[src/hw/rtl/mctl_pkg.sv]
`timescale 1ns / 1ps
// ----------------------------------------------------------------------------
// mctl_pkg
// Types, character codes and step functions shared by the text lexer files.
// ----------------------------------------------------------------------------
package mctl_pkg;

   localparam int TEXT_CHARS_DEF = 8;
   localparam int TEXT_WIDTH     = 64;
   localparam int LINE_WIDTH     = 20;
   localparam int VALUE_WIDTH    = 32;
   localparam int SLOT_COUNT     = 3;

   localparam logic [7:0] CHAR_LBRACE     = 8'h7B;
   localparam logic [7:0] CHAR_RBRACE     = 8'h7D;
   localparam logic [7:0] CHAR_COLON      = 8'h3A;
   localparam logic [7:0] CHAR_NEWLINE    = 8'h0A;
   localparam logic [7:0] CHAR_TAB        = 8'h09;
   localparam logic [7:0] CHAR_SPACE      = 8'h20;
   localparam logic [7:0] CHAR_UNDERSCORE = 8'h5F;
   localparam logic [7:0] CHAR_PLUS       = 8'h2B;
   localparam logic [7:0] CHAR_MINUS      = 8'h2D;
   localparam logic [7:0] CHAR_POINT      = 8'h2E;
   localparam logic [7:0] CHAR_ZERO       = 8'h30;

   localparam logic [LINE_WIDTH-1:0]  LINE_MAX    = 20'hFFFFF;
   localparam logic [VALUE_WIDTH-1:0] MAG_LIMIT   = 32'h8000_0000;
   localparam logic [VALUE_WIDTH-1:0] POS_LIMIT   = 32'h7FFF_FFFF;
   localparam logic [3:0]             FRAC_MAX    = 4'd15;
   localparam logic [7:0]             LENGTH_MAX  = 8'd255;

   typedef logic [TEXT_WIDTH-1:0] text_type;

   typedef enum logic [2:0] {
      KIND_IDENT   = 3'd0,
      KIND_INT     = 3'd1,
      KIND_DEC     = 3'd2,
      KIND_SPECIAL = 3'd3,
      KIND_END     = 3'd4,
      KIND_ERROR   = 3'd5
   } token_kind_type;

   typedef enum logic [2:0] {
      CL_LETTER  = 3'd0,
      CL_DIGIT   = 3'd1,
      CL_SPECIAL = 3'd2,
      CL_BLANK   = 3'd3,
      CL_UNDER   = 3'd4,
      CL_SIGN    = 3'd5,
      CL_POINT   = 3'd6,
      CL_ILLEGAL = 3'd7
   } char_class_type;

   // FAIL is only a step outcome; it is never held in the state register
   typedef enum logic [6:0] {
      ST_BEGIN = 7'b000_0001,
      ST_UNDER = 7'b000_0010,
      ST_IDENT = 7'b000_0100,
      ST_SIGN  = 7'b000_1000,
      ST_INT   = 7'b001_0000,
      ST_DEC   = 7'b010_0000,
      ST_FAIL  = 7'b100_0000
   } lex_state_type;

   typedef struct packed {
      token_kind_type            kind;
      logic [LINE_WIDTH-1:0]     line;
      logic [VALUE_WIDTH-1:0]    value;
      logic [3:0]                frac;
      text_type                  text;
      logic [7:0]                length;
   } rsp_item_type;

   typedef struct packed {
      logic [SLOT_COUNT-1:0]     mask;   // token, special sign, end
      rsp_item_type [SLOT_COUNT-1:0] slot;
   } rsp_bundle_type;

   function automatic char_class_type classify(input logic [7:0] b);
      char_class_type cls;
      if ((b >= 8'h41 && b <= 8'h5A) || (b >= 8'h61 && b <= 8'h7A)) begin
         cls = CL_LETTER;
      end else if (b >= 8'h30 && b <= 8'h39) begin
         cls = CL_DIGIT;
      end else if (b == CHAR_LBRACE || b == CHAR_RBRACE || b == CHAR_COLON) begin
         cls = CL_SPECIAL;
      end else if (b == CHAR_SPACE || b == CHAR_TAB || b == CHAR_NEWLINE) begin
         cls = CL_BLANK;
      end else if (b == CHAR_UNDERSCORE) begin
         cls = CL_UNDER;
      end else if (b == CHAR_PLUS || b == CHAR_MINUS) begin
         cls = CL_SIGN;
      end else if (b == CHAR_POINT) begin
         cls = CL_POINT;
      end else begin
         cls = CL_ILLEGAL;
      end
      return cls;
   endfunction

   function automatic lex_state_type next_state(input lex_state_type st,
                                                input char_class_type cls);
      lex_state_type ns;
      ns = ST_FAIL;
      case (st)
         ST_BEGIN: begin
            case (cls)
               CL_LETTER:  ns = ST_IDENT;
               CL_DIGIT:   ns = ST_INT;
               CL_SPECIAL: ns = ST_BEGIN;
               CL_BLANK:   ns = ST_BEGIN;
               CL_UNDER:   ns = ST_UNDER;
               CL_SIGN:    ns = ST_SIGN;
               default:    ns = ST_FAIL;
            endcase
         end
         ST_UNDER: begin
            case (cls)
               CL_LETTER: ns = ST_IDENT;
               CL_UNDER:  ns = ST_UNDER;
               default:   ns = ST_FAIL;
            endcase
         end
         ST_IDENT: begin
            case (cls)
               CL_LETTER:  ns = ST_IDENT;
               CL_DIGIT:   ns = ST_IDENT;
               CL_UNDER:   ns = ST_IDENT;
               CL_SPECIAL: ns = ST_BEGIN;
               CL_BLANK:   ns = ST_BEGIN;
               default:    ns = ST_FAIL;
            endcase
         end
         ST_SIGN: begin
            case (cls)
               CL_DIGIT: ns = ST_INT;
               default:  ns = ST_FAIL;
            endcase
         end
         ST_INT: begin
            case (cls)
               CL_DIGIT:   ns = ST_INT;
               CL_POINT:   ns = ST_DEC;
               CL_SPECIAL: ns = ST_BEGIN;
               CL_BLANK:   ns = ST_BEGIN;
               default:    ns = ST_FAIL;
            endcase
         end
         ST_DEC: begin
            case (cls)
               CL_DIGIT:   ns = ST_DEC;
               CL_SPECIAL: ns = ST_BEGIN;
               CL_BLANK:   ns = ST_BEGIN;
               default:    ns = ST_FAIL;
            endcase
         end
         default: ns = ST_FAIL;
      endcase
      return ns;
   endfunction

   // mag*10 + d, held at 2^31 once it reaches it
   function automatic logic [VALUE_WIDTH-1:0] add_digit(input logic [VALUE_WIDTH-1:0] mag,
                                                        input logic [3:0] d);
      logic [VALUE_WIDTH+3:0] sum;
      sum = {mag, 3'b000} + {2'b00, mag, 1'b0} + {{VALUE_WIDTH{1'b0}}, d};
      return (sum >= {4'b0000, MAG_LIMIT}) ? MAG_LIMIT : sum[VALUE_WIDTH-1:0];
   endfunction

   function automatic logic [VALUE_WIDTH-1:0] signed_value(input logic [VALUE_WIDTH-1:0] mag,
                                                           input logic neg);
      logic [VALUE_WIDTH-1:0] v;
      if (neg) begin
         v = (mag >= MAG_LIMIT) ? MAG_LIMIT : (~mag + 32'd1);
      end else begin
         v = (mag >= MAG_LIMIT) ? POS_LIMIT : mag;
      end
      return v;
   endfunction

   function automatic rsp_item_type make_item(input token_kind_type kind,
                                              input logic [LINE_WIDTH-1:0] line);
      rsp_item_type it;
      it        = '0;
      it.kind   = kind;
      it.line   = line;
      return it;
   endfunction

endpackage

[src/hw/rtl/mctl_req_if.sv]
`timescale 1ns / 1ps
// ----------------------------------------------------------------------------
// mctl_req_if
// Byte channel into the lexer: valid/ready with one text byte per transfer.
// ----------------------------------------------------------------------------
interface mctl_req_if;
   logic       valid;
   logic       ready;
   logic [7:0] text_byte;
   logic       final_byte;

   modport source (output valid, output text_byte, output final_byte, input ready);
   modport sink   (input valid, input text_byte, input final_byte, output ready);
endinterface

[src/hw/rtl/mctl_rsp_if.sv]
`timescale 1ns / 1ps
// ----------------------------------------------------------------------------
// mctl_rsp_if
// Token channel out of the lexer: valid/ready with one token per transfer.
// ----------------------------------------------------------------------------
interface mctl_rsp_if;
   logic               valid;
   logic               ready;
   logic [2:0]         token_kind;
   logic [19:0]        line_number;
   logic signed [31:0] number_value;
   logic [3:0]         fraction_digits;
   logic [63:0]        token_text;
   logic [7:0]         text_length;
   logic               last_result;

   modport source (output valid, output token_kind, output line_number,
                   output number_value, output fraction_digits, output token_text,
                   output text_length, output last_result, input ready);
   modport sink   (input valid, input token_kind, input line_number,
                   input number_value, input fraction_digits, input token_text,
                   input text_length, input last_result, output ready);
endinterface

[src/hw/rtl/motion_capture_text_lexer.sv]
`timescale 1ns / 1ps
// ----------------------------------------------------------------------------
// motion_capture_text_lexer
// Table-driven lexer for motion-capture text, one byte per transfer.
// ----------------------------------------------------------------------------
// Usage:
//  req_chan carries one text byte per transfer; final_byte marks the end of a
//  text. rsp_chan carries tokens: identifier, integer, decimal, special sign,
//  end and error, each with its line number; last_result flags the last token
//  a byte gives. A byte gives zero to three tokens.
//  Data path: a byte passes the input register, then the lexer step, and its
//  tokens are loaded into the token register, from which they transfer.
//  Throughput: one byte per cycle while each byte gives at most one token and
//  rsp_chan.ready is high; a byte with n tokens holds the token register until
//  all n have transferred, as the port moves one token per cycle while ready is high.
//  Reset (synchronous): lexer back to the start state, line 1, no error,
//  both registers empty. A final byte also returns the lexer to that state.
//  Stalls: with rsp_chan.ready low the token register holds and the input
//  register still takes one more byte; after that req_chan.ready drops.
//  After a byte that fails the table step an error token is given and later
//  bytes are dropped until the final byte, which gives only the end token.
// ----------------------------------------------------------------------------
module motion_capture_text_lexer #(
   parameter int TextChars = mctl_pkg::TEXT_CHARS_DEF   // identifier chars kept, 1..8
) (
   input  logic       clock,
   input  logic       reset,
   mctl_req_if.sink   req_chan,
   mctl_rsp_if.source rsp_chan
);

   // input register
   logic       in_valid_ff;
   logic [7:0] in_byte_ff;
   logic       in_final_ff;

   logic                     can_load;   // token register free after this edge
   logic                     advance;    // held byte steps the lexer this cycle
   mctl_pkg::rsp_bundle_type bundle;

   assign advance        = in_valid_ff && can_load;
   assign req_chan.ready = !in_valid_ff || advance;

   always_ff @(posedge clock) begin
      if (reset) begin
         in_valid_ff <= 1'b0;
      end else if (req_chan.ready) begin
         in_valid_ff <= req_chan.valid;
      end
   end

   // payload only moves on a transfer
   always_ff @(posedge clock) begin
      if (req_chan.valid && req_chan.ready) begin
         in_byte_ff  <= req_chan.text_byte;
         in_final_ff <= req_chan.final_byte;
      end
   end

   // classify, table step, accumulate; tokens for the held byte
   mctl_lexer #(
      .TextChars (TextChars)
   ) u_lexer (
      .clock      (clock),
      .reset      (reset),
      .step_en    (advance),
      .text_byte  (in_byte_ff),
      .final_byte (in_final_ff),
      .bundle     (bundle)
   );

   // token register, emptied one transfer at a time
   mctl_rsp_queue u_rsp_queue (
      .clock    (clock),
      .reset    (reset),
      .load     (advance),
      .bundle   (bundle),
      .can_load (can_load),
      .rsp_chan (rsp_chan)
   );

`ifndef NO_ASSERTIONS
   // tokens of one byte leave back to back
   a_burst_continues: assert property (@(posedge clock) disable iff (reset)
      (rsp_chan.valid && rsp_chan.ready && !rsp_chan.last_result) |=> rsp_chan.valid)
      else $error("token burst broken before its last token");

   // the end token always closes a byte
   a_end_is_last: assert property (@(posedge clock) disable iff (reset)
      (rsp_chan.valid && rsp_chan.token_kind == mctl_pkg::KIND_END) |-> rsp_chan.last_result)
      else $error("end token not flagged last");

   // an error token can only be followed, within its byte, by the end token
   a_error_then_end: assert property (@(posedge clock) disable iff (reset)
      (rsp_chan.valid && rsp_chan.ready && !rsp_chan.last_result &&
       rsp_chan.token_kind == mctl_pkg::KIND_ERROR)
      |=> (rsp_chan.valid && rsp_chan.token_kind == mctl_pkg::KIND_END))
      else $error("error token followed by something other than end");
`endif

endmodule

[src/hw/rtl/mctl_lexer.sv]
`timescale 1ns / 1ps
// ----------------------------------------------------------------------------
// mctl_lexer
// Lexer state and one table step per byte; builds up to three tokens.
// ----------------------------------------------------------------------------
module mctl_lexer #(
   parameter int TextChars = mctl_pkg::TEXT_CHARS_DEF
) (
   input  logic                    clock,
   input  logic                    reset,
   input  logic                    step_en,
   input  logic [7:0]              text_byte,
   input  logic                    final_byte,
   output mctl_pkg::rsp_bundle_type bundle
);

   localparam int TextBits = 8 * TextChars;

   mctl_pkg::lex_state_type  state_ff, state_in;
   logic                     error_ff, error_in;
   logic [19:0]              line_ff, line_in;
   logic [31:0]              accum_ff, accum_in;
   logic                     neg_ff, neg_in;
   logic [3:0]               frac_ff, frac_in;
   logic [TextBits-1:0]      text_ff, text_in;
   logic [7:0]               length_ff, length_in;

   mctl_pkg::char_class_type cls;
   mctl_pkg::lex_state_type  ns;
   logic                     normal, fail;
   logic [19:0]              line_step;
   logic [3:0]               digit;
   mctl_pkg::rsp_item_type   tok, spec, fin_item;
   logic                     tok_valid, spec_valid;

   function automatic logic is_token(input mctl_pkg::lex_state_type st);
      return st == mctl_pkg::ST_IDENT || st == mctl_pkg::ST_INT || st == mctl_pkg::ST_DEC;
   endfunction

   function automatic mctl_pkg::rsp_item_type flush(input mctl_pkg::lex_state_type st,
                                                    input logic [31:0] acc,
                                                    input logic neg,
                                                    input logic [3:0] fr,
                                                    input logic [TextBits-1:0] txt,
                                                    input logic [7:0] len,
                                                    input logic [19:0] line);
      mctl_pkg::rsp_item_type it;
      it = mctl_pkg::make_item(mctl_pkg::KIND_IDENT, line);
      case (st)
         mctl_pkg::ST_IDENT: begin
            it.text   = mctl_pkg::text_type'(txt);
            it.length = len;
         end
         mctl_pkg::ST_INT: begin
            it.kind  = mctl_pkg::KIND_INT;
            it.value = mctl_pkg::signed_value(acc, neg);
         end
         mctl_pkg::ST_DEC: begin
            it.kind  = mctl_pkg::KIND_DEC;
            it.value = mctl_pkg::signed_value(acc, neg);
            it.frac  = fr;
         end
         default: it.kind = mctl_pkg::KIND_ERROR;
      endcase
      return it;
   endfunction

   always_comb begin
      cls    = mctl_pkg::classify(text_byte);
      ns     = mctl_pkg::next_state(state_ff, cls);
      normal = !error_ff && (ns != mctl_pkg::ST_FAIL);
      fail   = !error_ff && (ns == mctl_pkg::ST_FAIL);
      digit  = 4'(text_byte - mctl_pkg::CHAR_ZERO);

      line_step = line_ff;
      if (normal && text_byte == mctl_pkg::CHAR_NEWLINE && line_ff != mctl_pkg::LINE_MAX) begin
         line_step = line_ff + 20'd1;
      end

      // token accumulators after this byte
      accum_in  = accum_ff;
      neg_in    = neg_ff;
      frac_in   = frac_ff;
      text_in   = text_ff;
      length_in = length_ff;
      if (ns == mctl_pkg::ST_BEGIN) begin
         accum_in  = '0;
         neg_in    = 1'b0;
         frac_in   = '0;
         text_in   = '0;
         length_in = '0;
      end else if (ns != mctl_pkg::ST_FAIL) begin
         if (ns == mctl_pkg::ST_SIGN) begin
            neg_in = (text_byte == mctl_pkg::CHAR_MINUS);
         end
         if (cls == mctl_pkg::CL_DIGIT) begin
            if (ns == mctl_pkg::ST_INT) begin
               accum_in = mctl_pkg::add_digit(accum_ff, digit);
            end else if (ns == mctl_pkg::ST_DEC && frac_ff < mctl_pkg::FRAC_MAX) begin
               accum_in = mctl_pkg::add_digit(accum_ff, digit);
               frac_in  = frac_ff + 4'd1;
            end
         end
         for (int i = 0; i < TextChars; i++) begin
            if (length_ff == 8'(i)) begin
               text_in[8*i +: 8] = text_byte;
            end
         end
         if (length_ff != mctl_pkg::LENGTH_MAX) begin
            length_in = length_ff + 8'd1;
         end
      end

      // token at the end of the text: pending token, or error on a dangling prefix
      if (ns == mctl_pkg::ST_UNDER || ns == mctl_pkg::ST_SIGN) begin
         fin_item = mctl_pkg::make_item(mctl_pkg::KIND_ERROR, line_step);
      end else begin
         fin_item = flush(ns, accum_in, neg_in, frac_in, text_in, length_in, line_step);
      end

      tok       = mctl_pkg::make_item(mctl_pkg::KIND_ERROR, line_ff);
      tok_valid = 1'b0;
      if (fail) begin
         tok_valid = 1'b1;
      end else if (normal && ns == mctl_pkg::ST_BEGIN) begin
         tok       = flush(state_ff, accum_ff, neg_ff, frac_ff, text_ff, length_ff, line_ff);
         tok_valid = is_token(state_ff);
      end else if (normal && final_byte) begin
         tok       = fin_item;
         tok_valid = (ns != mctl_pkg::ST_BEGIN);
      end

      spec       = mctl_pkg::make_item(mctl_pkg::KIND_SPECIAL, line_ff);
      spec.text  = mctl_pkg::text_type'(text_byte);
      spec_valid = normal && (ns == mctl_pkg::ST_BEGIN) && (cls == mctl_pkg::CL_SPECIAL);

      bundle.mask    = {final_byte, spec_valid, tok_valid};
      bundle.slot[0] = tok;
      bundle.slot[1] = spec;
      bundle.slot[2] = mctl_pkg::make_item(mctl_pkg::KIND_END, line_step);

      state_in = state_ff;
      error_in = error_ff;
      line_in  = line_ff;
      if (final_byte) begin
         state_in = mctl_pkg::ST_BEGIN;
         error_in = 1'b0;
         line_in  = 20'd1;
      end else if (fail) begin
         error_in = 1'b1;
      end else if (normal) begin
         state_in = ns;
         line_in  = line_step;
      end
   end

   always_ff @(posedge clock) begin
      if (reset) begin
         state_ff  <= mctl_pkg::ST_BEGIN;
         error_ff  <= 1'b0;
         line_ff   <= 20'd1;
         accum_ff  <= '0;
         neg_ff    <= 1'b0;
         frac_ff   <= '0;
         text_ff   <= '0;
         length_ff <= '0;
      end else if (step_en) begin
         state_ff <= state_in;
         error_ff <= error_in;
         line_ff  <= line_in;
         if (final_byte) begin
            accum_ff  <= '0;
            neg_ff    <= 1'b0;
            frac_ff   <= '0;
            text_ff   <= '0;
            length_ff <= '0;
         end else if (normal) begin
            accum_ff  <= accum_in;
            neg_ff    <= neg_in;
            frac_ff   <= frac_in;
            text_ff   <= text_in;
            length_ff <= length_in;
         end
      end
   end

endmodule

[src/hw/rtl/mctl_rsp_queue.sv]
`timescale 1ns / 1ps
// ----------------------------------------------------------------------------
// mctl_rsp_queue
// Holds the tokens of one byte and hands them out one transfer at a time.
// ----------------------------------------------------------------------------
module mctl_rsp_queue (
   input  logic                     clock,
   input  logic                     reset,
   input  logic                     load,
   input  mctl_pkg::rsp_bundle_type bundle,
   output logic                     can_load,
   mctl_rsp_if.source               rsp_chan
);

   logic [mctl_pkg::SLOT_COUNT-1:0]                         mask_ff, mask_in;
   mctl_pkg::rsp_item_type [mctl_pkg::SLOT_COUNT-1:0]       slot_ff;
   mctl_pkg::rsp_item_type                                  cur;
   logic                                                    single;
   logic                                                    take;

   always_comb begin
      if (mask_ff[0]) begin
         cur = slot_ff[0];
      end else if (mask_ff[1]) begin
         cur = slot_ff[1];
      end else begin
         cur = slot_ff[2];
      end
      single   = (mask_ff & (mask_ff - 3'd1)) == '0;
      take     = rsp_chan.valid && rsp_chan.ready;
      can_load = (mask_ff == '0) || (single && rsp_chan.ready);

      mask_in = mask_ff;
      if (load) begin
         mask_in = bundle.mask;
      end else if (take) begin
         mask_in = mask_ff & (mask_ff - 3'd1);   // drop the lowest pending slot
      end
   end

   assign rsp_chan.valid           = (mask_ff != '0);
   assign rsp_chan.token_kind      = cur.kind;
   assign rsp_chan.line_number     = cur.line;
   assign rsp_chan.number_value    = cur.value;
   assign rsp_chan.fraction_digits = cur.frac;
   assign rsp_chan.token_text      = cur.text;
   assign rsp_chan.text_length     = cur.length;
   assign rsp_chan.last_result     = single;

   always_ff @(posedge clock) begin
      if (reset) begin
         mask_ff <= '0;
      end else begin
         mask_ff <= mask_in;
      end
   end

   always_ff @(posedge clock) begin
      if (load) begin
         slot_ff <= bundle.slot;
      end
   end

endmodule
[src/flat_wrapper.sv]
// flat-port wrapper written by rule: the top's interface ports become plain ports
module motion_capture_text_lexer_flat 
#(
   parameter int TextChars = mctl_pkg::TEXT_CHARS_DEF                                 
)
  (clock, reset, req_chan_valid, req_chan_text_byte, req_chan_final_byte, req_chan_ready, rsp_chan_valid, rsp_chan_token_kind, rsp_chan_line_number, rsp_chan_number_value, rsp_chan_fraction_digits, rsp_chan_token_text, rsp_chan_text_length, rsp_chan_last_result, rsp_chan_ready);
  mctl_req_if req_chan_i ();
  mctl_rsp_if rsp_chan_i ();
  input  logic clock;
  input  logic reset;
  input wire logic [$bits(req_chan_i.valid)-1:0] req_chan_valid;
  input wire logic [$bits(req_chan_i.text_byte)-1:0] req_chan_text_byte;
  input wire logic [$bits(req_chan_i.final_byte)-1:0] req_chan_final_byte;
  output wire logic [$bits(req_chan_i.ready)-1:0] req_chan_ready;
  output wire logic [$bits(rsp_chan_i.valid)-1:0] rsp_chan_valid;
  output wire logic [$bits(rsp_chan_i.token_kind)-1:0] rsp_chan_token_kind;
  output wire logic [$bits(rsp_chan_i.line_number)-1:0] rsp_chan_line_number;
  output wire logic [$bits(rsp_chan_i.number_value)-1:0] rsp_chan_number_value;
  output wire logic [$bits(rsp_chan_i.fraction_digits)-1:0] rsp_chan_fraction_digits;
  output wire logic [$bits(rsp_chan_i.token_text)-1:0] rsp_chan_token_text;
  output wire logic [$bits(rsp_chan_i.text_length)-1:0] rsp_chan_text_length;
  output wire logic [$bits(rsp_chan_i.last_result)-1:0] rsp_chan_last_result;
  input wire logic [$bits(rsp_chan_i.ready)-1:0] rsp_chan_ready;
  assign req_chan_i.valid = req_chan_valid;
  assign req_chan_i.text_byte = req_chan_text_byte;
  assign req_chan_i.final_byte = req_chan_final_byte;
  assign req_chan_ready = req_chan_i.ready;
  assign rsp_chan_valid = rsp_chan_i.valid;
  assign rsp_chan_token_kind = rsp_chan_i.token_kind;
  assign rsp_chan_line_number = rsp_chan_i.line_number;
  assign rsp_chan_number_value = rsp_chan_i.number_value;
  assign rsp_chan_fraction_digits = rsp_chan_i.fraction_digits;
  assign rsp_chan_token_text = rsp_chan_i.token_text;
  assign rsp_chan_text_length = rsp_chan_i.text_length;
  assign rsp_chan_last_result = rsp_chan_i.last_result;
  assign rsp_chan_i.ready = rsp_chan_ready;
  motion_capture_text_lexer #(.TextChars(TextChars)) u_core (.clock(clock), .reset(reset), .req_chan(req_chan_i), .rsp_chan(rsp_chan_i));
endmodule
[config.mk]
export PLATFORM = sky130hd
export DESIGN_NAME = motion_capture_text_lexer_flat
export DESIGN_NICKNAME = d
export VERILOG_FILES = /design/src/hw/rtl/mctl_pkg.sv /design/src/hw/rtl/mctl_req_if.sv /design/src/hw/rtl/mctl_rsp_if.sv /design/src/hw/rtl/motion_capture_text_lexer.sv /design/src/hw/rtl/mctl_lexer.sv /design/src/hw/rtl/mctl_rsp_queue.sv /design/src/flat_wrapper.sv
export SDC_FILE = /design/constraint.sdc
export NUM_CORES = 1
export LEC_CHECK = 0
export BUFFER_PORTS_ARGS = -buffer_cell sky130_fd_sc_hd__buf_2
export CAP_MARGIN = 40
export CELL_PAD_IN_SITES_DETAIL_PLACEMENT = 1
export CELL_PAD_IN_SITES_GLOBAL_PLACEMENT = 2
export CORE_MARGIN = 2
export CORE_UTILIZATION = 35
export DETAILED_ROUTE_END_ITERATION = 10
export PLACE_DENSITY = 0.77
export SLEW_MARGIN = 25
export SYNTH_ARGS = -nofsm -noshare
export SYNTH_HDL_FRONTEND = slang
export SYNTH_SLANG_ARGS = --single-unit
[constraint.sdc]
create_clock -name clock -period 7.35 [get_ports clock]
set_input_delay 0.735 -clock clock [delete_from_list [all_inputs] [get_ports clock]]
set_output_delay 0.735 -clock clock [all_outputs]
set_load 0.02 [all_outputs]
# Word level (Yosys, flattened, before mapping)
# Index checks and enable logic that the tools add are counted.
# op_classes
bitwise_logic	3
n_lt_le_gt_ge	10
mux	85
n_reduce_logical	43
n_eq_ne	41
addsub	9
# op_table
operator	n
$mux W131	5
$mux W32	16
$mux W64	4
$mux W72	2
$mux W128	1
$mux W8	13
$mux W20	4
$add A32 B1 Y32 const B	2
$ge A32 B32 Y1 const B	2
$not A32 Y32	2
$pmux W7 S2	3
$pmux W7 S6	1
$eq A8 B6 Y1 const B	5
$add A35 B33 Y36	1
$add A36 B4 Y36	1
$ge A36 B32 Y1 const B	1
$mux W4	9
$pmux W7 S5	1
$eq A8 B3 Y1 const B	4
$mux W7	4
$eq A8 B7 Y1 const B	3
$pmux W7 S3	1
$add A20 B1 Y20 const B	1
$ne A20 B20 Y1 const B	1
42 further kinds	104
# word_totals
input_bits	13
regBits	329
out_inout_bits	134
word_cells	212

# Longest topological paths before layout
# logic_depth
ltp_word	28
ltp_mapped	23
depth_no_buf	20

# By module
# From an unflattened synthesis, not the netlist that was laid out.
# hier_totals
cells_unflattened	2775
area_unflattened_um2	29031.6
# modules_own_cells
module	area_each_um2	instances	seq_area_each_um2	cells_per_inst
mctl_rsp_queue	14825.5	1	11861.4	851
mctl_lexer	13873.3	1	2742.6	1909
motion_capture_text_lexer	332.8	1	290.3	15

# Least setup slack after synthesis
# Ideal clock, no wire load.
# synth_timing
kind	reg-to-reg
from	reg u_core.u_rsp_queue.mask_ff[1] in the netlist's numbering
to	reg u_core.u_lexer.text_ff[51]
t_required_ps	7233
stages_incl_launch_ff	12
path_buffers	2
setup_slack_ps	344
synth_period_minus_slack_ps	7006
arrival_time_ps	6889
setup_ps	117
cell_sequence	dfxtp_1 -> clkbuf_1 -> or3_1 -> and2_1 -> nor2_1 -> nand2_1 -> inv_1 -> o21ai_1 -> nand2b_2 -> buf_2 -> o21ai_4 -> a22o_1
# synth_between
elab_chain_len	7
elab_cells_between_ends	8
cone_classes	add/sub (1); bitwise (1); reduce/logical (6)
# synth_lines
item	line_no	rtl
from (decl)	mctl_rsp_queue.sv:15	logic [mctl_pkg::SLOT_COUNT-1:0] mask_ff, mask_in;
from (signal assigned)	mctl_rsp_queue.sv:54	mask_ff <= mask_in;
$sub A3 B1 Y3	mctl_rsp_queue.sv:29	single = (mask_ff & (mask_ff - 3'd1)) == '0;
$and A3 B3 Y3	mctl_rsp_queue.sv:29	
$logic_not A3 Y1	mctl_rsp_queue.sv:29	
$logic_and A1 B1 Y1	mctl_rsp_queue.sv:31	can_load = (mask_ff == '0) || (single && rsp_chan.ready);
$logic_or A1 B1 Y1 (*)	mctl_rsp_queue.sv:31	
$logic_and A1 B1 Y1 (*)	motion_capture_text_lexer.sv:41	assign advance = in_valid_ff && can_load;
via u_core.advance	motion_capture_text_lexer.sv:38	logic advance;
$reduce_and A2 Y1 (no source line) (*)	-	
to (signal assigned)	mctl_lexer.sv:181	text_ff <= text_in;
to (decl)	mctl_lexer.sv:25	logic [TextBits-1:0] text_ff, text_in;
# Mark *: on every way through the listed nets, which the timed path passes. The rest lies on a longest branch.
# A chain may end at the register's enable or synchronous reset.

# Worst setup path in the final report
# layout_timing
from	reg u_core.u_lexer.accum_ff[2]
to	reg u_core.u_rsp_queue.slot_ff[102] in the netlist's numbering, data pin
# layout_between
elab_chain_len	17
elab_cells_between_ends	26
cone_classes	add/sub (4); order compare (3); mux (17); bitwise (2)
# layout_lines
item	line_no	rtl
from (decl)	mctl_lexer.sv:22	logic [31:0] accum_ff, accum_in;
from (signal assigned)	mctl_lexer.sv:178	accum_ff <= accum_in;
$add A35 B33 Y36	mctl_pkg.sv:166	sum = {mag, 3'b000} + {2'b00, mag, 1'b0} + {{VALUE_WIDTH{1'b0}}, d};
$add A36 B4 Y36	mctl_pkg.sv:166	
$ge A36 B32 Y1	mctl_pkg.sv:167	return (sum >= {4'b0000, MAG_LIMIT}) ? MAG_LIMIT : sum[VALUE_WIDTH-1:0];
$mux W32	mctl_pkg.sv:167	
$mux W32	mctl_lexer.sv:99	end else if (ns == mctl_pkg::ST_DEC && frac_ff < mctl_pkg::FRAC_MAX) begin
$mux W32	mctl_lexer.sv:97	if (ns == mctl_pkg::ST_INT) begin
$mux W32	mctl_lexer.sv:96	if (cls == mctl_pkg::CL_DIGIT) begin
$mux W32	mctl_lexer.sv:92	end else if (ns != mctl_pkg::ST_FAIL) begin
$mux W32	mctl_lexer.sv:86	if (ns == mctl_pkg::ST_BEGIN) begin
$not A32 Y32	mctl_pkg.sv:174	v = (mag >= MAG_LIMIT) ? MAG_LIMIT : (~mag + 32'd1);
$add A32 B1 Y32	mctl_pkg.sv:174	
$mux W32	mctl_pkg.sv:174	
$mux W32	mctl_pkg.sv:173	if (neg) begin
$mux W32	-	
$mux W131	mctl_lexer.sv:115	if (ns == mctl_pkg::ST_UNDER || ns == mctl_pkg::ST_SIGN) begin
$mux W131	mctl_lexer.sv:128	end else if (normal && final_byte) begin
$mux W131 (*)	mctl_lexer.sv:125	end else if (normal && ns == mctl_pkg::ST_BEGIN) begin
to (signal assigned)	mctl_rsp_queue.sv:60	slot_ff <= bundle.slot;
to (decl)	mctl_rsp_queue.sv:16	mctl_pkg::rsp_item_type [mctl_pkg::SLOT_COUNT-1:0] slot_ff;
# Mark *: on every way between the ends. The rest lies on a longest branch, timed or not.

==> metrics.txt <==
# TYPE chip_impl_metric gauge
chip_impl_metric{name="finalMaxSlewViolations",unit=""} 0
chip_impl_info{name="min_path_type",value="in2reg"} 1
chip_impl_metric{name="netlist_area_pre_place",unit="mm2"} 0.0195
chip_impl_metric{name="cts_hold_buf",unit=""} 0
chip_impl_metric{name="wl_per_cell",unit="um"} 23.6
chip_impl_metric{name="drt_iter0_markers",unit=""} 1204
chip_impl_metric{name="p_per_area",unit="mW/mm2"} 194
chip_impl_metric{name="core",unit="mm2"} 0.0552
chip_impl_metric{name="gp_congestion",unit=""} 0.892
chip_impl_metric{name="port_buffers",unit=""} 146
chip_impl_info{name="critical_path.cell_chain",value="fa_1 -> fa_1 -> a211oi_1 -> o211a_1 -> o221ai_1 -> o211ai_1 -> a211oi_2 -> o22ai_1 -> nor3_4 -> buf_4 -> a22oi_1 -> nor2_1 -> inv_1 -> ha_1 -> o21ai_0 -> a21oi_1 -> nor4b_1 -> a31oi_1 -> xor2_1 -> o22ai_1"} 1
chip_impl_metric{name="final_period_minus_worst_setup_slack",unit="ns"} 6.37
chip_impl_metric{name="power",unit="mW"} 4.35
chip_impl_metric{name="clk_skew",unit="ns"} 0.00956
chip_impl_info{name="layout.cells.most_common",value="sky130_fd_sc_hd__nor2_1"} 1
chip_impl_metric{name="peakVddDrop",unit="V"} 0.000121
chip_impl_metric{name="synth_fp_nets",unit=""} 2190
chip_impl_metric{name="clock_buffer_depth",unit=""} 3
chip_impl_metric{name="nNetsFinal",unit=""} 2272
chip_impl_metric{name="area_growth_syn_to_layout",unit="%"} 14.5
chip_impl_metric{name="floorplan.die_area",unit="mm2"} 0.0577
chip_impl_metric{name="top_achievable_clock_speed",unit="MHz"} 157
chip_impl_metric{name="post_cts_buffers",unit=""} 0
chip_impl_metric{name="whs_path_depth",unit=""} 1
chip_impl_metric{name="p_int",unit="mW"} 3.26
chip_impl_metric{name="cp_data_required_time",unit="ns"} 7.63
chip_impl_metric{name="fraction_of_layout_instances_using_a_drive_strength_above_1",unit=""} 0.138
chip_impl_metric{name="number_of_antenna_violations_at_the_first_check_in_global_routing",unit=""} 0
chip_impl_metric{name="grt_util_all_layers",unit=""} 0.240
chip_impl_metric{name="final_hold_viol_count",unit=""} 0
chip_impl_metric{name="route.detailed.vias_per_inst",unit=""} 5.84
chip_impl_metric{name="cts_sinks",unit=""} 329
chip_impl_metric{name="die_w",unit="um"} 240
chip_impl_metric{name="synth-edff-count",unit=""} 188
chip_impl_info{name="reg2reg_capture_point",value="u_core.u_rsp_queue.slot_ff[102]"} 1
chip_impl_info{name="clk_root_buffer_cell",value="sky130_fd_sc_hd__clkbuf_16"} 1
chip_impl_metric{name="worst-slew-pin-transition",unit="ns"} 0.880
chip_impl_metric{name="fin_crit_sh",unit=""} 0.867
chip_impl_metric{name="grt_start_max_net_pins",unit=""} 90
chip_impl_info{name="cp_top_family",value="compound AO/OA/AOI/OAI gates"} 1
chip_impl_metric{name="critPathBufInv",unit=""} 2
chip_impl_info{name="ys_top_cells_by_area",value="sky130_fd_sc_hd__edfxtp_1, sky130_fd_sc_hd__dfxtp_1, sky130_fd_sc_hd__a22o_1"} 1
chip_impl_metric{name="cts_resized",unit=""} 0
chip_impl_info{name="setup.worst_path.end_class",value="flop"} 1
chip_impl_metric{name="timing.setup.tns",unit="ns"} 0
chip_impl_metric{name="setup.reg_to_reg.worst_slack",unit="ns"} 0.98
chip_impl_metric{name="detailed_placement_wirelength_estimate",unit="um"} 50500
chip_impl_metric{name="row_count",unit=""} 86
chip_impl_metric{name="clock_power_share",unit=""} 0.456
chip_impl_metric{name="pwr-share-comb",unit=""} 0.080
chip_impl_metric{name="ys_types",unit=""} 88
chip_impl_metric{name="io_pins",unit=""} 147
chip_impl_metric{name="wirelength",unit="um"} 70000
chip_impl_metric{name="dpl-instance-area",unit="mm2"} 0.0210
chip_impl_metric{name="synthArstFlopShare",unit=""} 0
chip_impl_metric{name="synth-seq-cells",unit=""} 329
chip_impl_info{name="rsz0062_at_grt",value="false"} 1
chip_impl_metric{name="avgSynthCellArea",unit="um2"} 9.29
chip_impl_metric{name="ant_nets",unit=""} 0
chip_impl_metric{name="p_leak",unit="nW"} 8.61
chip_impl_metric{name="post-route-cell-area",unit="mm2"} 0.0224
chip_impl_metric{name="yosys_warnings",unit=""} 0
chip_impl_metric{name="start_util",unit=""} 0.354
chip_impl_metric{name="drc",unit=""} 0
chip_impl_info{name="layout.cells.most_common_list",value="sky130_fd_sc_hd__nor2_1, sky130_fd_sc_hd__edfxtp_1, sky130_fd_sc_hd__nand2_1"} 1
chip_impl_metric{name="switching_power",unit="mW"} 1.08
chip_impl_metric{name="insertion_delay",unit="ns"} 0.56
chip_impl_metric{name="timing.critical_path.arrival",unit="ns"} 6.66
chip_impl_metric{name="syn-instance-count",unit=""} 2104
chip_impl_metric{name="sequential_cell_area",unit="mm2"} 0.00847
chip_impl_metric{name="grt_pass1_wl",unit="um"} 107000
chip_impl_metric{name="final_util",unit=""} 0.405
chip_impl_info{name="worst-setup-path-type",value="reg2reg"} 1
chip_impl_info{name="worst_hold_startpoint",value="req_chan_text_byte[7]"} 1
chip_impl_metric{name="tritoncts.num_buffers",unit=""} 39
chip_impl_metric{name="sequential_group_share_of_total_power",unit=""} 0.464
chip_impl_metric{name="multiInputGateArea",unit="mm2"} 0.0103
chip_impl_metric{name="seq_area_frac_synth",unit=""} 0.433
chip_impl_metric{name="max_stage_delay",unit="ns"} 0.75
chip_impl_metric{name="fp.dieH",unit="um"} 240
chip_impl_metric{name="grt_pass1_vias",unit=""} 17100
chip_impl_metric{name="finalSetupViolations",unit=""} 0
chip_impl_info{name="timing.hold.worst_endpoint",value="u_core.in_byte_ff[7]"} 1
chip_impl_info{name="critical-path-slowest-cell",value="sky130_fd_sc_hd__nor4b_1"} 1
chip_impl_metric{name="fillers",unit=""} 6318
chip_impl_metric{name="htree_levels",unit=""} 2
chip_impl_metric{name="clk_pin_slew",unit="ns"} 0.06
chip_impl_info{name="worst_r2r_startpoint",value="u_core.u_lexer.accum_ff[2]"} 1
chip_impl_metric{name="r2r.worst_path.cells",unit=""} 20
chip_impl_info{name="synth.largest_area_cell",value="sky130_fd_sc_hd__edfxtp_1"} 1
chip_impl_metric{name="hold-worst-slack",unit="ns"} 0.353
chip_impl_metric{name="max_cap_violations",unit=""} 0
chip_impl_metric{name="power_switching_share",unit=""} 0.249
chip_impl_info{name="cts_tree",value="done"} 1
chip_impl_metric{name="timing.critical_path.fanout_max",unit=""} 12
chip_impl_info{name="most_frequently_used_flop_master_after_synthesis",value="sky130_fd_sc_hd__edfxtp_1"} 1
chip_impl_metric{name="area_share_of_the_largest_cell_type_after_synthesis",unit=""} 0.289
chip_impl_metric{name="dr_total_vias",unit=""} 17300
chip_impl_metric{name="gr-total-overflow",unit=""} 0
chip_impl_metric{name="timing.max_slew.rel_slack",unit=""} 0.405
chip_impl_info{name="worstSetupStartpointType",value="flop"} 1
chip_impl_info{name="run_status",value="complete, no violations"} 1
chip_impl_metric{name="dr.pass1.iters",unit=""} 5
sequential cells by signal, indices dropped and copies added, names as in the netlist:
register / flops
u_core.in_valid_ff: 1
u_core.u_lexer.text_ff: 64
u_core.u_lexer.state_ff: 7
u_core.u_lexer.error_ff: 1
u_core.u_lexer.accum_ff: 32
u_core.in_byte_ff: 8
u_core.u_lexer.length_ff: 8
u_core.u_lexer.line_ff: 20
u_core.u_lexer.frac_ff: 4
u_core.u_rsp_queue.mask_ff: 3
u_core.u_rsp_queue.slot_ff: 179
u_core.in_final_ff: 1
u_core.u_lexer.neg_ff: 1
stage by stage:
stage	worst slack [ns]	cells
after floorplan	0.344	2104
after global routing	0.590	2965
after CTS	0.799	2958
after global placement	1.17	2874
final	0.976	2966
after detailed placement	0.835	2886
cells by family (layout without fill, tap and decap cells):
| kind of cell | count (synthesis) | after routing | share of synthesized area |
|---|---|---|---|
| other | 0 | 1 | 0 |
| XOR/XNOR | 89 | 89 | 0.0399 |
| flip-flops | 329 | 329 | 0.433 |
| buffers and inverters | 194 | 307 | 0.0405 |
| multiplexers | 29 | 29 | 0.0151 |
| AO/OA/AOI/OAI | 663 | 663 | 0.237 |
| AND/OR/NAND/NOR | 726 | 726 | 0.186 |
| adder cells (fa/ha/maj) | 74 | 74 | 0.0480 |
metal layers:
layer,up-vias,routed length [um],global-route usage
met1,8710,31900,0.329
met4,0,1810,0.0655
met3,106,3410,0.0305
met5,-,0,0
met2,530,33000,0.397
li1,7964,-,-
power groups by stage:
stage	Combinational, mW	Sequential [mW]	Clock [mW]
after floorplan	0.221	2.05	0
after global placement	0.330	2.05	0
after detailed placement	0.343	2.06	0
after CTS	0.345	2.02	2.02
after global routing	0.374	2.02	2.09
final	0.347	2.02	1.98
worst register-to-register path, delay by kind of cell (launching register included):
family / cells / cell delay [ns]
flops: 1 / 0.58
compound gates: 11 / 2.69
fa+ha+maj: 3 / 1.41
buf+inv: 2 / 0.29
xor+xnor: 1 / 0.16
simple gates: 3 / 0.97
cell usage after synthesis, types with 22 or more instances:
library cell	n
sky130_fd_sc_hd__a21oi_1	117
sky130_fd_sc_hd__a22o_1	135
sky130_fd_sc_hd__o21ai_0	136
sky130_fd_sc_hd__mux2i_1	25
sky130_fd_sc_hd__xnor2_1	61
sky130_fd_sc_hd__nand2_1	177
sky130_fd_sc_hd__o22ai_1	33
sky130_fd_sc_hd__clkbuf_1	117
sky130_fd_sc_hd__o31ai_1	40
sky130_fd_sc_hd__dfxtp_1	141
sky130_fd_sc_hd__a22oi_1	35
sky130_fd_sc_hd__edfxtp_1	188
sky130_fd_sc_hd__nor2_1	205
sky130_fd_sc_hd__nor3_1	39
sky130_fd_sc_hd__inv_1	38
sky130_fd_sc_hd__and2_1	141
sky130_fd_sc_hd__nand2b_1	22
sky130_fd_sc_hd__xor2_1	28
sky130_fd_sc_hd__ha_1	71
sky130_fd_sc_hd__nand3_1	23
worst max-delay path by stage:
stage	from	end	slack [ns]	depth (start not counted)
finish	u_core.u_lexer.accum_ff[2]	u_core.u_rsp_queue.slot_ff[102]	0.98	20
global route	u_core.u_lexer.accum_ff[2]	u_core.u_rsp_queue.slot_ff[102]	0.59	20
CTS	u_core.u_lexer.accum_ff[2]	u_core.u_rsp_queue.slot_ff[102]	0.80	20
detailed placement	u_core.u_lexer.accum_ff[2]	u_core.u_rsp_queue.slot_ff[102]	0.83	20
global placement	u_core.u_lexer.accum_ff[2]	u_core.u_rsp_queue.slot_ff[102]	1.17	20
floorplan	u_core.u_rsp_queue.mask_ff[1]	u_core.u_lexer.text_ff[51]	0.34	11
area by class of cell:
cell class	instances	area share
repair buffers	197	0.0534
well taps	748	0.0418
multi-input cells	1581	0.461
inverters	38	0.00660
flip-flops and latches	329	0.379
clock buffers	51	0.0480
clock inverters	21	0.0101
diodes	1	0.000112
(Power assumes the default switching activity.)
